`src/rtl/multiturn_encoder_zero_tracker_core_defines.svh`:
```
// ----------------------------------------------------------------------------
// Assertion macros for the multi-turn encoder zero tracker
// Shared concurrent-check forms, clocked on clk and disabled in reset.
// ----------------------------------------------------------------------------
`ifndef MULTITURN_ENCODER_ZERO_TRACKER_CORE_DEFINES_SVH
`define MULTITURN_ENCODER_ZERO_TRACKER_CORE_DEFINES_SVH

// Same-cycle implication
`define MEZT_ASSERT_IMPL(lbl, ante, cons) \
  lbl: assert property (@(posedge clk) disable iff (rst) (ante) |-> (cons)) \
    else $error("check failed");

// Next-cycle implication
`define MEZT_ASSERT_NEXT(lbl, ante, cons) \
  lbl: assert property (@(posedge clk) disable iff (rst) (ante) |=> (cons)) \
    else $error("check failed");

`endif

```
`src/rtl/mezt_pkg.sv`:
```
// ----------------------------------------------------------------------------
// mezt_pkg
// Types and constants shared by the encoder zero tracker modules.
// ----------------------------------------------------------------------------
`default_nettype none

package mezt_pkg;

  // Default wrap detection and turn scaling
  localparam int unsigned WRAP_THRESHOLD_DEF  = 4096;
  localparam int unsigned COUNTS_PER_TURN_DEF = 8191;

  // Configuration register map
  localparam int unsigned CFG_INDEX_W = 4;
  localparam int unsigned CFG_DATA_W  = 32;

  typedef enum logic [CFG_INDEX_W-1:0] {
    REG_CALIBRATED  = 4'd0,
    REG_TORQUE_GAIN = 4'd1
  } reg_index_t;

  // Saturation limits
  localparam logic signed [31:0] TURN_MAX  = 32'sh7FFF_FFFF;
  localparam logic signed [31:0] TURN_MIN  = 32'sh8000_0000;
  localparam logic signed [47:0] TOTAL_MAX = 48'sh7FFF_FFFF_FFFF;
  localparam logic signed [47:0] TOTAL_MIN = 48'sh8000_0000_0000;

  // Unpacked frame plus updated turn count
  typedef struct packed {
    logic        [15:0] angle;
    logic signed [15:0] speed_rpm;
    logic signed [15:0] current_lsb;
    logic        [7:0]  temperature;
    logic signed [31:0] turns;
  } frame_t;

  // Frame with raw multi-turn count and torque
  typedef struct packed {
    frame_t             frame;
    logic signed [47:0] raw;
    logic signed [47:0] torque;
  } scaled_t;

  // Complete result item
  typedef struct packed {
    frame_t             frame;
    logic signed [47:0] total_counts;
    logic signed [47:0] prev_total_counts;
    logic signed [47:0] torque_q16;
  } result_t;

endpackage

`default_nettype wire

```
`src/rtl/mezt_turn.sv`:
```
// ----------------------------------------------------------------------------
// mezt_turn
// Frame unpack and wrap detection; keeps last angle and saturating turn count.
// ----------------------------------------------------------------------------
`default_nettype none

`include "multiturn_encoder_zero_tracker_core_defines.svh"

module mezt_turn
  import mezt_pkg::*;
#(
  parameter int unsigned WRAP_THRESHOLD = WRAP_THRESHOLD_DEF
) (
  input  wire logic       clk,
  input  wire logic       rst,
  input  wire logic       in_valid,
  output logic            in_stall,
  input  wire logic [7:0] pos_high,
  input  wire logic [7:0] pos_low,
  input  wire logic [7:0] vel_high,
  input  wire logic [7:0] vel_low,
  input  wire logic [7:0] cur_high,
  input  wire logic [7:0] cur_low,
  input  wire logic [7:0] temp_byte,
  output logic            out_valid,
  input  wire logic       out_ready,
  output frame_t          out_frame
);

  localparam logic signed [16:0] WRAP_LIM = 17'(WRAP_THRESHOLD);

  logic               [15:0] last_angle;
  logic signed        [31:0] turn_count;
  logic signed        [31:0] turn_count_next;
  logic               [15:0] pos;
  logic signed        [16:0] diff;
  logic                      wrap_fwd;
  logic                      wrap_back;
  logic                      acc;
  logic                      load;

  // Handshake: stage register refills when empty or being drained
  assign load     = !out_valid || out_ready;
  assign in_stall = !load;
  assign acc      = in_valid && load;

  // Wrap detection against previous position
  assign pos       = {pos_high, pos_low};
  assign diff      = $signed({1'b0, last_angle}) - $signed({1'b0, pos});
  assign wrap_fwd  = diff > WRAP_LIM;
  assign wrap_back = diff < -WRAP_LIM;

  // Saturating turn counter
  always_comb begin
    turn_count_next = turn_count;
    if (wrap_fwd && (turn_count != TURN_MAX)) begin
      turn_count_next = turn_count + 32'sd1;
    end else if (wrap_back && (turn_count != TURN_MIN)) begin
      turn_count_next = turn_count - 32'sd1;
    end
  end

  // Tracking state
  always_ff @(posedge clk) begin
    if (rst) begin
      last_angle <= '0;
      turn_count <= '0;
    end else if (acc) begin
      last_angle <= pos;
      turn_count <= turn_count_next;
    end
  end

  // Stage register
  always_ff @(posedge clk) begin
    if (rst) begin
      out_valid <= 1'b0;
    end else if (load) begin
      out_valid <= in_valid;
    end
  end

  always_ff @(posedge clk) begin
    if (acc) begin
      out_frame.angle       <= pos;
      out_frame.speed_rpm   <= $signed({vel_high, vel_low});
      out_frame.current_lsb <= $signed({cur_high, cur_low});
      out_frame.temperature <= temp_byte;
      out_frame.turns       <= turn_count_next;
    end
  end

  // Checks
  `MEZT_ASSERT_NEXT(a_turn_hold_idle, !rst && !acc, turn_count == $past(turn_count))
  `MEZT_ASSERT_NEXT(a_turn_hold_nowrap, !rst && acc && !wrap_fwd && !wrap_back,
                    turn_count == $past(turn_count))
  `MEZT_ASSERT_NEXT(a_angle_follows, !rst && acc, last_angle == $past(pos))

endmodule

`default_nettype wire

```
`src/rtl/mezt_scale.sv`:
```
// ----------------------------------------------------------------------------
// mezt_scale
// Two stages: turn and torque multiplies, then saturated raw multi-turn count.
// ----------------------------------------------------------------------------
`default_nettype none

module mezt_scale
  import mezt_pkg::*;
#(
  parameter int unsigned COUNTS_PER_TURN = COUNTS_PER_TURN_DEF
) (
  input  wire logic        clk,
  input  wire logic        rst,
  input  wire logic [31:0] torque_gain,
  input  wire logic        in_valid,
  output logic             in_ready,
  input  wire frame_t      in_frame,
  output logic             out_valid,
  input  wire logic        out_ready,
  output scaled_t          out_data
);

  localparam int unsigned CPT_W  = $clog2(COUNTS_PER_TURN + 1);
  localparam int unsigned PROD_W = 32 + CPT_W + 1;
  localparam int unsigned SUM_W  = (PROD_W + 1 > 49) ? PROD_W + 1 : 49;
  localparam logic [CPT_W-1:0] CPT = CPT_W'(COUNTS_PER_TURN);

  logic                     mul_valid;
  logic                     mul_ready;
  frame_t                   mul_frame;
  logic signed [PROD_W-1:0] mul_prod;
  logic signed [47:0]       mul_torque;
  logic                     out_load;
  logic signed [SUM_W-1:0]  sum;
  logic signed [47:0]       raw_sat;

  assign out_load  = !out_valid || out_ready;
  assign mul_ready = !mul_valid || out_load;
  assign in_ready  = mul_ready;

  // Multiply stage
  always_ff @(posedge clk) begin
    if (rst) begin
      mul_valid <= 1'b0;
    end else if (mul_ready) begin
      mul_valid <= in_valid;
    end
  end

  always_ff @(posedge clk) begin
    if (mul_ready && in_valid) begin
      mul_frame  <= in_frame;
      mul_prod   <= PROD_W'(in_frame.turns) * PROD_W'($signed({1'b0, CPT}));
      mul_torque <= 48'(in_frame.current_lsb) * 48'($signed({1'b0, torque_gain}));
    end
  end

  // Raw count: turns*cpt + position, saturated to 48 bits
  assign sum = SUM_W'(mul_prod) + $signed({{(SUM_W-16){1'b0}}, mul_frame.angle});

  always_comb begin
    if (sum > SUM_W'(TOTAL_MAX)) begin
      raw_sat = TOTAL_MAX;
    end else if (sum < SUM_W'(TOTAL_MIN)) begin
      raw_sat = TOTAL_MIN;
    end else begin
      raw_sat = sum[47:0];
    end
  end

  // Raw count stage
  always_ff @(posedge clk) begin
    if (rst) begin
      out_valid <= 1'b0;
    end else if (out_load) begin
      out_valid <= mul_valid;
    end
  end

  always_ff @(posedge clk) begin
    if (out_load && mul_valid) begin
      out_data.frame  <= mul_frame;
      out_data.raw    <= raw_sat;
      out_data.torque <= mul_torque;
    end
  end

endmodule

`default_nettype wire

```
`src/rtl/mezt_offset.sv`:
```
// ----------------------------------------------------------------------------
// mezt_offset
// Zero offset tracking, total and previous total, and the result register.
// ----------------------------------------------------------------------------
`default_nettype none

`include "multiturn_encoder_zero_tracker_core_defines.svh"

module mezt_offset
  import mezt_pkg::*;
(
  input  wire logic    clk,
  input  wire logic    rst,
  input  wire logic    calibrated,
  input  wire logic    in_valid,
  output logic         in_ready,
  input  wire scaled_t in_data,
  output logic         out_valid,
  input  wire logic    out_stall,
  output result_t      out_data
);

  logic signed [47:0] zero_offset;
  logic signed [47:0] last_total;
  logic signed [48:0] diff;
  logic signed [47:0] total;
  logic               take;

  assign in_ready = !out_valid || !out_stall;
  assign take     = in_valid && in_ready;

  // Total relative to zero, saturated
  assign diff = $signed({in_data.raw[47], in_data.raw}) -
                $signed({zero_offset[47], zero_offset});

  always_comb begin
    if (diff > 49'(TOTAL_MAX)) begin
      total = TOTAL_MAX;
    end else if (diff < 49'(TOTAL_MIN)) begin
      total = TOTAL_MIN;
    end else begin
      total = diff[47:0];
    end
  end

  // Offset and history state
  always_ff @(posedge clk) begin
    if (rst) begin
      zero_offset <= '0;
      last_total  <= '0;
    end else if (take) begin
      last_total <= total;
      if (!calibrated) begin
        zero_offset <= in_data.raw;
      end
    end
  end

  // Result register
  always_ff @(posedge clk) begin
    if (rst) begin
      out_valid <= 1'b0;
    end else if (in_ready) begin
      out_valid <= in_valid;
    end
  end

  always_ff @(posedge clk) begin
    if (take) begin
      out_data.frame             <= in_data.frame;
      out_data.total_counts      <= total;
      out_data.prev_total_counts <= last_total;
      out_data.torque_q16        <= in_data.torque;
    end
  end

  // Checks
  `MEZT_ASSERT_NEXT(a_zero_held_cal, !rst && calibrated, zero_offset == $past(zero_offset))
  `MEZT_ASSERT_NEXT(a_hist_hold_idle, !rst && !take, last_total == $past(last_total))
  `MEZT_ASSERT_NEXT(a_prev_is_last, !rst && take,
                    out_data.prev_total_counts == $past(last_total))

endmodule

`default_nettype wire

```
`src/rtl/multiturn_encoder_zero_tracker_core.sv`:
```
// Path: a transferred frame loads the turn stage, then passes the multiply,
//   raw count and result stages; it transfers out of the result register
//   while out_stall is low.
// Throughput: one frame per cycle unless out_stall holds the pipeline.
// Reset (rst, synchronous): turn count, last angle, zero offset, last total and
//   both configuration registers clear to zero; all stages empty.
// ----------------------------------------------------------------------------
// multiturn_encoder_zero_tracker_core
// Motor feedback frame unpack, multi-turn counting, zero offset and torque.
// ----------------------------------------------------------------------------
`default_nettype none

module multiturn_encoder_zero_tracker_core
  import mezt_pkg::*;
#(
  parameter int unsigned WRAP_THRESHOLD  = WRAP_THRESHOLD_DEF,
  parameter int unsigned COUNTS_PER_TURN = COUNTS_PER_TURN_DEF
) (
  input  wire logic                   clk,
  input  wire logic                   rst,
  // configuration writes
  input  wire logic                   cfg_valid,
  output logic                        cfg_ready,
  input  wire logic [CFG_INDEX_W-1:0] cfg_index,
  input  wire logic [CFG_DATA_W-1:0]  cfg_data,
  // frame input
  input  wire logic                   in_valid,
  output logic                        in_stall,
  input  wire logic [7:0]             pos_high,
  input  wire logic [7:0]             pos_low,
  input  wire logic [7:0]             vel_high,
  input  wire logic [7:0]             vel_low,
  input  wire logic [7:0]             cur_high,
  input  wire logic [7:0]             cur_low,
  input  wire logic [7:0]             temp_byte,
  // result output
  output logic                        out_valid,
  input  wire logic                   out_stall,
  output logic [15:0]                 angle,
  output logic signed [15:0]          speed_rpm,
  output logic signed [15:0]          current_lsb,
  output logic [7:0]                  temperature,
  output logic signed [31:0]          turns,
  output logic signed [47:0]          total_counts,
  output logic signed [47:0]          prev_total_counts,
  output logic signed [47:0]          torque_q16
);

  logic        calibrated;
  logic [31:0] torque_gain;

  logic    turn_valid;
  logic    turn_ready;
  frame_t  turn_frame;
  logic    scale_valid;
  logic    scale_ready;
  scaled_t scale_data;
  result_t result;

  // Configuration registers
  assign cfg_ready = 1'b1;

  always_ff @(posedge clk) begin
    if (rst) begin
      calibrated  <= 1'b0;
      torque_gain <= '0;
    end else if (cfg_valid && cfg_ready) begin
      unique case (cfg_index)
        REG_CALIBRATED:  calibrated  <= cfg_data[0];
        REG_TORQUE_GAIN: torque_gain <= cfg_data;
        default: ;
      endcase
    end
  end

  // Turn tracking stage
  mezt_turn #(
    .WRAP_THRESHOLD (WRAP_THRESHOLD)
  ) u_turn (
    .clk       (clk),
    .rst       (rst),
    .in_valid  (in_valid),
    .in_stall  (in_stall),
    .pos_high  (pos_high),
    .pos_low   (pos_low),
    .vel_high  (vel_high),
    .vel_low   (vel_low),
    .cur_high  (cur_high),
    .cur_low   (cur_low),
    .temp_byte (temp_byte),
    .out_valid (turn_valid),
    .out_ready (turn_ready),
    .out_frame (turn_frame)
  );

  // Multiply and raw count stages
  mezt_scale #(
    .COUNTS_PER_TURN (COUNTS_PER_TURN)
  ) u_scale (
    .clk         (clk),
    .rst         (rst),
    .torque_gain (torque_gain),
    .in_valid    (turn_valid),
    .in_ready    (turn_ready),
    .in_frame    (turn_frame),
    .out_valid   (scale_valid),
    .out_ready   (scale_ready),
    .out_data    (scale_data)
  );

  // Zero offset and result register
  mezt_offset u_offset (
    .clk        (clk),
    .rst        (rst),
    .calibrated (calibrated),
    .in_valid   (scale_valid),
    .in_ready   (scale_ready),
    .in_data    (scale_data),
    .out_valid  (out_valid),
    .out_stall  (out_stall),
    .out_data   (result)
  );

  // Result fields
  assign angle             = result.frame.angle;
  assign speed_rpm         = result.frame.speed_rpm;
  assign current_lsb       = result.frame.current_lsb;
  assign temperature       = result.frame.temperature;
  assign turns             = result.frame.turns;
  assign total_counts      = result.total_counts;
  assign prev_total_counts = result.prev_total_counts;
  assign torque_q16        = result.torque_q16;

endmodule

`default_nettype wire

```
`config.mk`:
```
export PLATFORM = sky130hd
export DESIGN_NAME = multiturn_encoder_zero_tracker_core
export DESIGN_NICKNAME = d
export VERILOG_FILES = /design/src/rtl/mezt_pkg.sv /design/src/rtl/mezt_turn.sv /design/src/rtl/mezt_scale.sv /design/src/rtl/mezt_offset.sv /design/src/rtl/multiturn_encoder_zero_tracker_core.sv
export VERILOG_INCLUDE_DIRS = /design/src /design/src/rtl
export SDC_FILE = /design/constraint.sdc
export NUM_CORES = 2
export LEC_CHECK = 0
export ABC_AREA = 1
export BUFFER_PORTS_ARGS = -buffer_cell sky130_fd_sc_hd__buf_2
export CAP_MARGIN = 10
export CORE_MARGIN = 10
export CORE_UTILIZATION = 60
export CTS_CLUSTER_DIAMETER = 30
export DETAILED_ROUTE_END_ITERATION = 8
export GPL_ROUTABILITY_DRIVEN = 0
export HOLD_SLACK_MARGIN = 0.08
export PLACE_DENSITY = 0.78
export SYNTH_ARGS = -nofsm -noshare
export SYNTH_HDL_FRONTEND = slang
export SYNTH_SLANG_ARGS = --single-unit
```
`constraint.sdc`:
```
create_clock -name clk -period 11.45 [get_ports clk]
set_input_delay 0.5725 -clock clk [delete_from_list [all_inputs] [get_ports clk]]
set_output_delay 0.5725 -clock clk [all_outputs]
set_load 0.005 [all_outputs]
```
---- Word level (Yosys, flattened, before mapping) ----
Index checks and enable logic that the tools add are counted.
word-level totals
  bits in registers ....................... 867
  latch bits .............................. 0
  RAM bits ................................ 0
  bits in read-only memories .............. 0
  bits of input ports ..................... 97
  output and inout bits ................... 235
  word-level logic and storage cells ...... 79
  memories kept ........................... 0
operators by class
  add/subtract/negate cells ............... 5
  multipliers ............................. 2
  div/mod/pow operators ................... 0
  order comparisons ....................... 6
  eq/ne operators ......................... 3
  shift operators ......................... 0
  mux-type cells .......................... 5
  bitwise logic cells ..................... 1
  reductions and logical operators ........ 20
operators with widths
  cell                      number
  $mux W48                  3
  $gt A49 B48 Y1 const B    2
  $lt A49 B48 Y1 const B    2
  $mux W32                  2
  $ne A32 B32 Y1 const B    2
  $sub A48 B48 Y49          1
  $mul A16 B33 Y48          1
  $add A46 B17 Y47          1
  $mul A32 B14 Y46 const B  1
  $add A32 B2 Y32 const B   1
  $sub A32 B2 Y32 const B   1
  $gt A17 B14 Y1 const B    1
  $lt A17 B13 Y1 const B    1
  $sub A16 B16 Y17          1
  $logic_and A1 B1 Y1       6
  $logic_not A1 Y1          6
  $reduce_and A2 Y1         3
  $eq A4 B1 Y1 const B      1
  $logic_not A4 Y1          1
  $logic_or A1 B1 Y1        4
  $not A1 Y1                1

---- Longest topological paths before layout ----
  word-level depth ........................ 6
  depth in mapped cells ................... 30
  gate-level depth less buffers ........... 28

---- Hierarchy ----
A second synthesis with hierarchy kept.
unflattened totals
  cells, all modules ...................... 7920
  area, all modules ....................... 68303.0 um2
by module, submodules not included
  module                               instances  cells each  area an instance (um2)  seq. area each (um2)
  mezt_scale                           1          4840        42894.9                 11000.6
  mezt_offset                          1          1666        15180.8                 8908.5
  mezt_turn                            1          1123        8455.6                  3623.5
  multiturn_encoder_zero_tracker_core  1          291         1771.7                  660.6

---- Worst setup path before layout ----
OpenSTA, ideal clock, no wires.
  path type ............................... in2reg
  start point ............................. in out_stall
  end point ............................... reg u_scale.mul_frame[10] in the netlist's numbering (enable)
  setup time .............................. 729 ps
  data arrival time ....................... 8399 ps
  required time ........................... 10721 ps
  setup slack ............................. 2322 ps
  stages on the path ...................... 5
  buffers on the path ..................... 0
  path through ............................ nand2_1 nor2_1 inv_1 nor2_1 nor2_1
on the way
  word-level cells in the longest chain between the ends .. 5
ends and longest elaborated chain
  item                  line                                       source
  start, declared       multiturn_encoder_zero_tracker_core.sv:38  input wire logic out_stall,
  $logic_not A1 Y1      mezt_offset.sv:29                          assign in_ready = !out_valid || !out_stall;
  $logic_or A1 B1 Y1    mezt_offset.sv:29
  $logic_or A1 B1 Y1    mezt_scale.sv:37                           assign out_load = !out_valid || out_ready;
  $logic_or A1 B1 Y1    mezt_scale.sv:38                           assign mul_ready = !mul_valid || out_load;
  $logic_and A1 B1 Y1   mezt_scale.sv:51                           if (mul_ready && in_valid) begin
  end signal, assigned  mezt_scale.sv:52                           mul_frame <= in_frame;
  end, declared         mezt_scale.sv:30                           frame_t mul_frame;
Every way passes these cells.
A chain may end at the register's enable or synchronous reset.

---- Worst setup path in the final report ----
  start point ............................. reg u_turn.out_frame[48] in the netlist's numbering
  end point ............................... reg u_scale.mul_torque[44], data pin
on the way
  word-level cells in the longest chain between the ends .. 1
ends and longest elaborated chain
  item                  line              source
  start, declared       mezt_turn.sv:27   output frame_t out_frame
  $mul A16 B33 Y48      mezt_scale.sv:54  mul_torque <= 48'(in_frame.current_lsb) * 48'($signed({1'b0, torque_gain}));
  end signal, assigned  mezt_scale.sv:54
  end, declared         mezt_scale.sv:32  logic signed [47:0] mul_torque;
Every way passes these cells.

==> PnR_summary.wiki <==
{| class="wikitable"
! Metric !! Value
|-
| I/O pin cnt || 332
|-
| Busiest metal layer after global routing || met2
|-
| Total die area || 0.122 sq mm
|-
| Wire length of the first global-routing pass || 268000 um
|-
| Fraction of met2 tracks used by global routing || 0.426
|-
| Site row count || 120
|-
| Critical register-to-register path startpoint || u_turn.out_frame[48]
|-
| Post-cts gate resize count || 0
|-
| Filler instances || 7801
|-
| Share of post-route cells with drive strength above 1 || 0.0975
|-
| Post-route clock period utilization || 0.596
|-
| Mapped cell area || 0.0649 sq mm
|-
| Drt first pass iters || 7
|-
| Number of nets in the layout || 8445
|-
| Max Clock Freq || 0.147 GHz
|-
| Final global-route overflow total || 0
|-
| Final cell utilization of the core || 0.689
|-
| Share of synthesized area occupied by flip-flops and latches || 0.373
|-
| Start point of the worst hold path || cfg_data[12]
|-
| DRC viols || 0
|-
| Max-capacitance violation count || 0
|-
| Maximum number of pins on one net before global-route repair || 213
|-
| Reg2reg end || u_scale.mul_torque[44]
|-
| Tot GR Track Use || 0.278
|-
| Clock sink total || 866
|-
| Warnings from Yosys || 0
|-
| Max-slew headroom at the worst pin || 0.146
|-
| Number of cells traversed by the worst register-to-register path || 25
|-
| Proportion of synthesized flip-flops having asynchronous set or reset || 0
|-
| Endpoint of the worst setup timing path || u_scale.mul_torque[44]
|-
| Met3 demand-to-capacity share in global routing || 0.0722
|-
| Starting density of the core || 0.605
|-
| Wire per inst || 19.0 um
|-
| Number of vias in the routed layout || 49000
|-
| Clock tree from TritonCTS || done
|-
| Antenna viol nets, final || 0
|-
| Met1 layer usage reported by global route || 0.375
|-
| Outcome || complete, no violations
|-
| Clock-pin transition on the worst setup and hold timing paths || 0.06 ns
|-
| Final Max Slew Viols || 0
|-
| Vias in the first global route || 50000
|-
| Most common library cell in the layout ignoring fill and taps || inv_1
|-
| Path class of the lowest-slack min-delay path || in2reg
|-
| Shortest clock period the worst path allows after layout || 6.83 ns
|-
| Kind of capture point of the worst setup path || flip-flop
|-
| Syn Nets || 8076
|-
| Worst EP required || 11.94 ns
|-
| Setup violation total in the final timing report || 0
|-
| Commonest cells after routing, fill and taps aside || inv_1 (1581), nand2_1 (1372), fa_1 (710), edfxtp_1 (685), nor2_1 (507)
|-
| Final count of hold timing violations || 0
|-
| Buffer cell driving the clock tree root || clkbuf_16
|-
| Setup tns final || 0 ns
|-
| Routed Wire Length || 168000 um
|-
| RSZ-0062 raised after global routing || no
|-
| Number of synthesized flops with an enable pin || 685
|-
| DIE HEIGHT || 349 um
|-
| Critical path start-end classification || reg2reg
|-
| Number of antenna violations at the first check in global routing || 6
|-
| CTS H-tree lvls || 4
|-
| Worst hold stages || 3
|-
| Area of the core || 0.107 sq mm
|-
| Register-to-register path setup slack || 4.62 ns
|-
| Origin of the worst setup path || u_turn.out_frame[48]
|-
| Distinct cell type count of the synthesized netlist || 56
|-
| Syn_area_per_cell || 9.37 sq um
|-
| Gate count after technology mapping || 6923
|-
| Vias per cell || 5.55
|-
| Number of buffers created by CTS || 158
|-
| Clock insertion delay at the later pin of the skew report || 0.78 ns
|-
| Maximum net fanout on the critical path || 21
|-
| Data arrival at the endpoint of the critical path || 7.31 ns
|-
| Die width || 349 um
|-
| Category of the worst setup path launch point || flip-flop
|-
| Growth of design area from synthesis to finish || 13.8%
|-
| Maximum count of clock buffers along a single path || 3
|-
| HPWL after detailed placement || 124000 um
|-
| Flip-flop and latch count after synthesis || 866
|-
| Setup Skew || 0.0499 ns
|-
| Port buffer count || 330
|-
| Post-synth top flop || edfxtp_1
|-
| 1st-iter DRT viols || 5456
|-
| Slew @ Worst Pin || 1.28 ns
|}
metrics by stage:
stage,instances,worst slack [ns],hold WS (ns),instance area [sq um]
after CTS,8831,4.75,0.0812,73800
after floorplan,6923,2.32,0.400,64900
after global placement,8471,4.95,0.401,67700
final,8833,4.62,0.118,73900
after global routing,8833,4.29,0.123,73900
after detailed placement,8471,4.79,0.405,67700
synthesized netlist by cell type, drive strengths merged (9+ instances only):
master | n | area, sq um
and3 | 9 | 56.3
dfxtp | 181 | 3620
a211oi | 74 | 556
nor2 | 520 | 1980
clkbuf | 182 | 683
buf | 42 | 303
nand3 | 261 | 1310
fa | 710 | 14200
nor4 | 23 | 144
a31oi | 35 | 219
a21o | 16 | 120
nor3 | 56 | 317
xor2 | 178 | 1560
inv | 1594 | 5980
nand4 | 59 | 375
o21ai | 134 | 674
a21boi | 10 | 75.1
edfxtp | 685 | 20600
o21bai | 17 | 128
nand2 | 1408 | 5380
o21a | 22 | 165
ha | 346 | 4330
xnor2 | 59 | 517
a21oi | 265 | 1330
cell type report:
| type | instances | area, sq um | share of cell area |
|---|---|---|---|
| clock buffer | 175 | 4080 | 0.0552 |
| timing repair buffer | 433 | 2620 | 0.0354 |
| clock inverter | 121 | 1470 | 0.0199 |
| tap | 1403 | 1760 | 0.0238 |
| multi-input combinational | 4236 | 33700 | 0.457 |
| sequential | 866 | 24200 | 0.328 |
| antenna | 2 | 5.00 | 0.0000678 |
| inverter | 1597 | 6000 | 0.0813 |
registers in the layout, summed over array words and instances, names as in the netlist, 32 cells and up:
signal	count
u_turn.out_frame	88
u_scale.mul_torque	48
u_offset.zero_offset	48
u_offset.out_data	232
u_scale.out_data	184
u_scale.mul_frame	87
u_offset.last_total	48
torque_gain	32
u_scale.mul_prod	46
u_turn.turn_count	32
cells by family after synthesis:
logic type               count (synthesis)  share of synthesized area
AND/OR/NAND/NOR                       2355                      0.149
buffers and inverters                 1821                      0.108
other                                    1                  0.0000578
XOR/XNOR                               237                     0.0320
AO/OA/AOI/OAI                          587                     0.0522
flip-flops                             866                      0.373
adder cells (fa/ha/maj)               1056                      0.286
worst min path at each step:
stage	to	slack [ns]
6_report	torque_gain[12]	0.12
5_1_grt	torque_gain[28]	0.12
4_1_cts	torque_gain[23]	0.08
3_5_place_dp	u_offset.out_data[162]	0.40
3_3_place_gp	u_offset.out_data[146]	0.40
2_1_floorplan	u_offset.out_data[0]	0.40
routing by layer:
layer | up-vias | wire length, um
li1 | 22200 | -
met4 | 4 | 6990
met3 | 530 | 19200
met1 | 23400 | 67000
met2 | 2866 | 74500
met5 | - | 27
critical path: stages, from the launching register on:
cell and delay [ns]:
edfxtp_1 0.67, buf_4 0.42, nand2_1 0.13, fa_1 0.52, inv_1 0.05, fa_1 0.52, inv_1 0.06, fa_1 0.48
inv_1 0.05, fa_1 0.51, fa_1 0.55, inv_1 0.06, fa_1 0.53, inv_1 0.04, ha_1 0.35, nand2_1 0.12
nor2_1 0.17, inv_1 0.07, nor4_1 0.38, nand2_1 0.09, nand3_1 0.17, nand2_1 0.08, nand2_1 0.12, nand2_1 0.09
o21ai_0 0.19, xor2_1 0.09
timing repair:
| action | in CTS | in global routing |
|---|---|---|
| setup buffers | 0 | 0 |
| endpoints found under the hold margin | 70 | 0 |
| hold buffers | 64 | 0 |
Power is not shown: default switching activity piles up to over one toggle a cycle in this logic, so the estimate is an artifact.
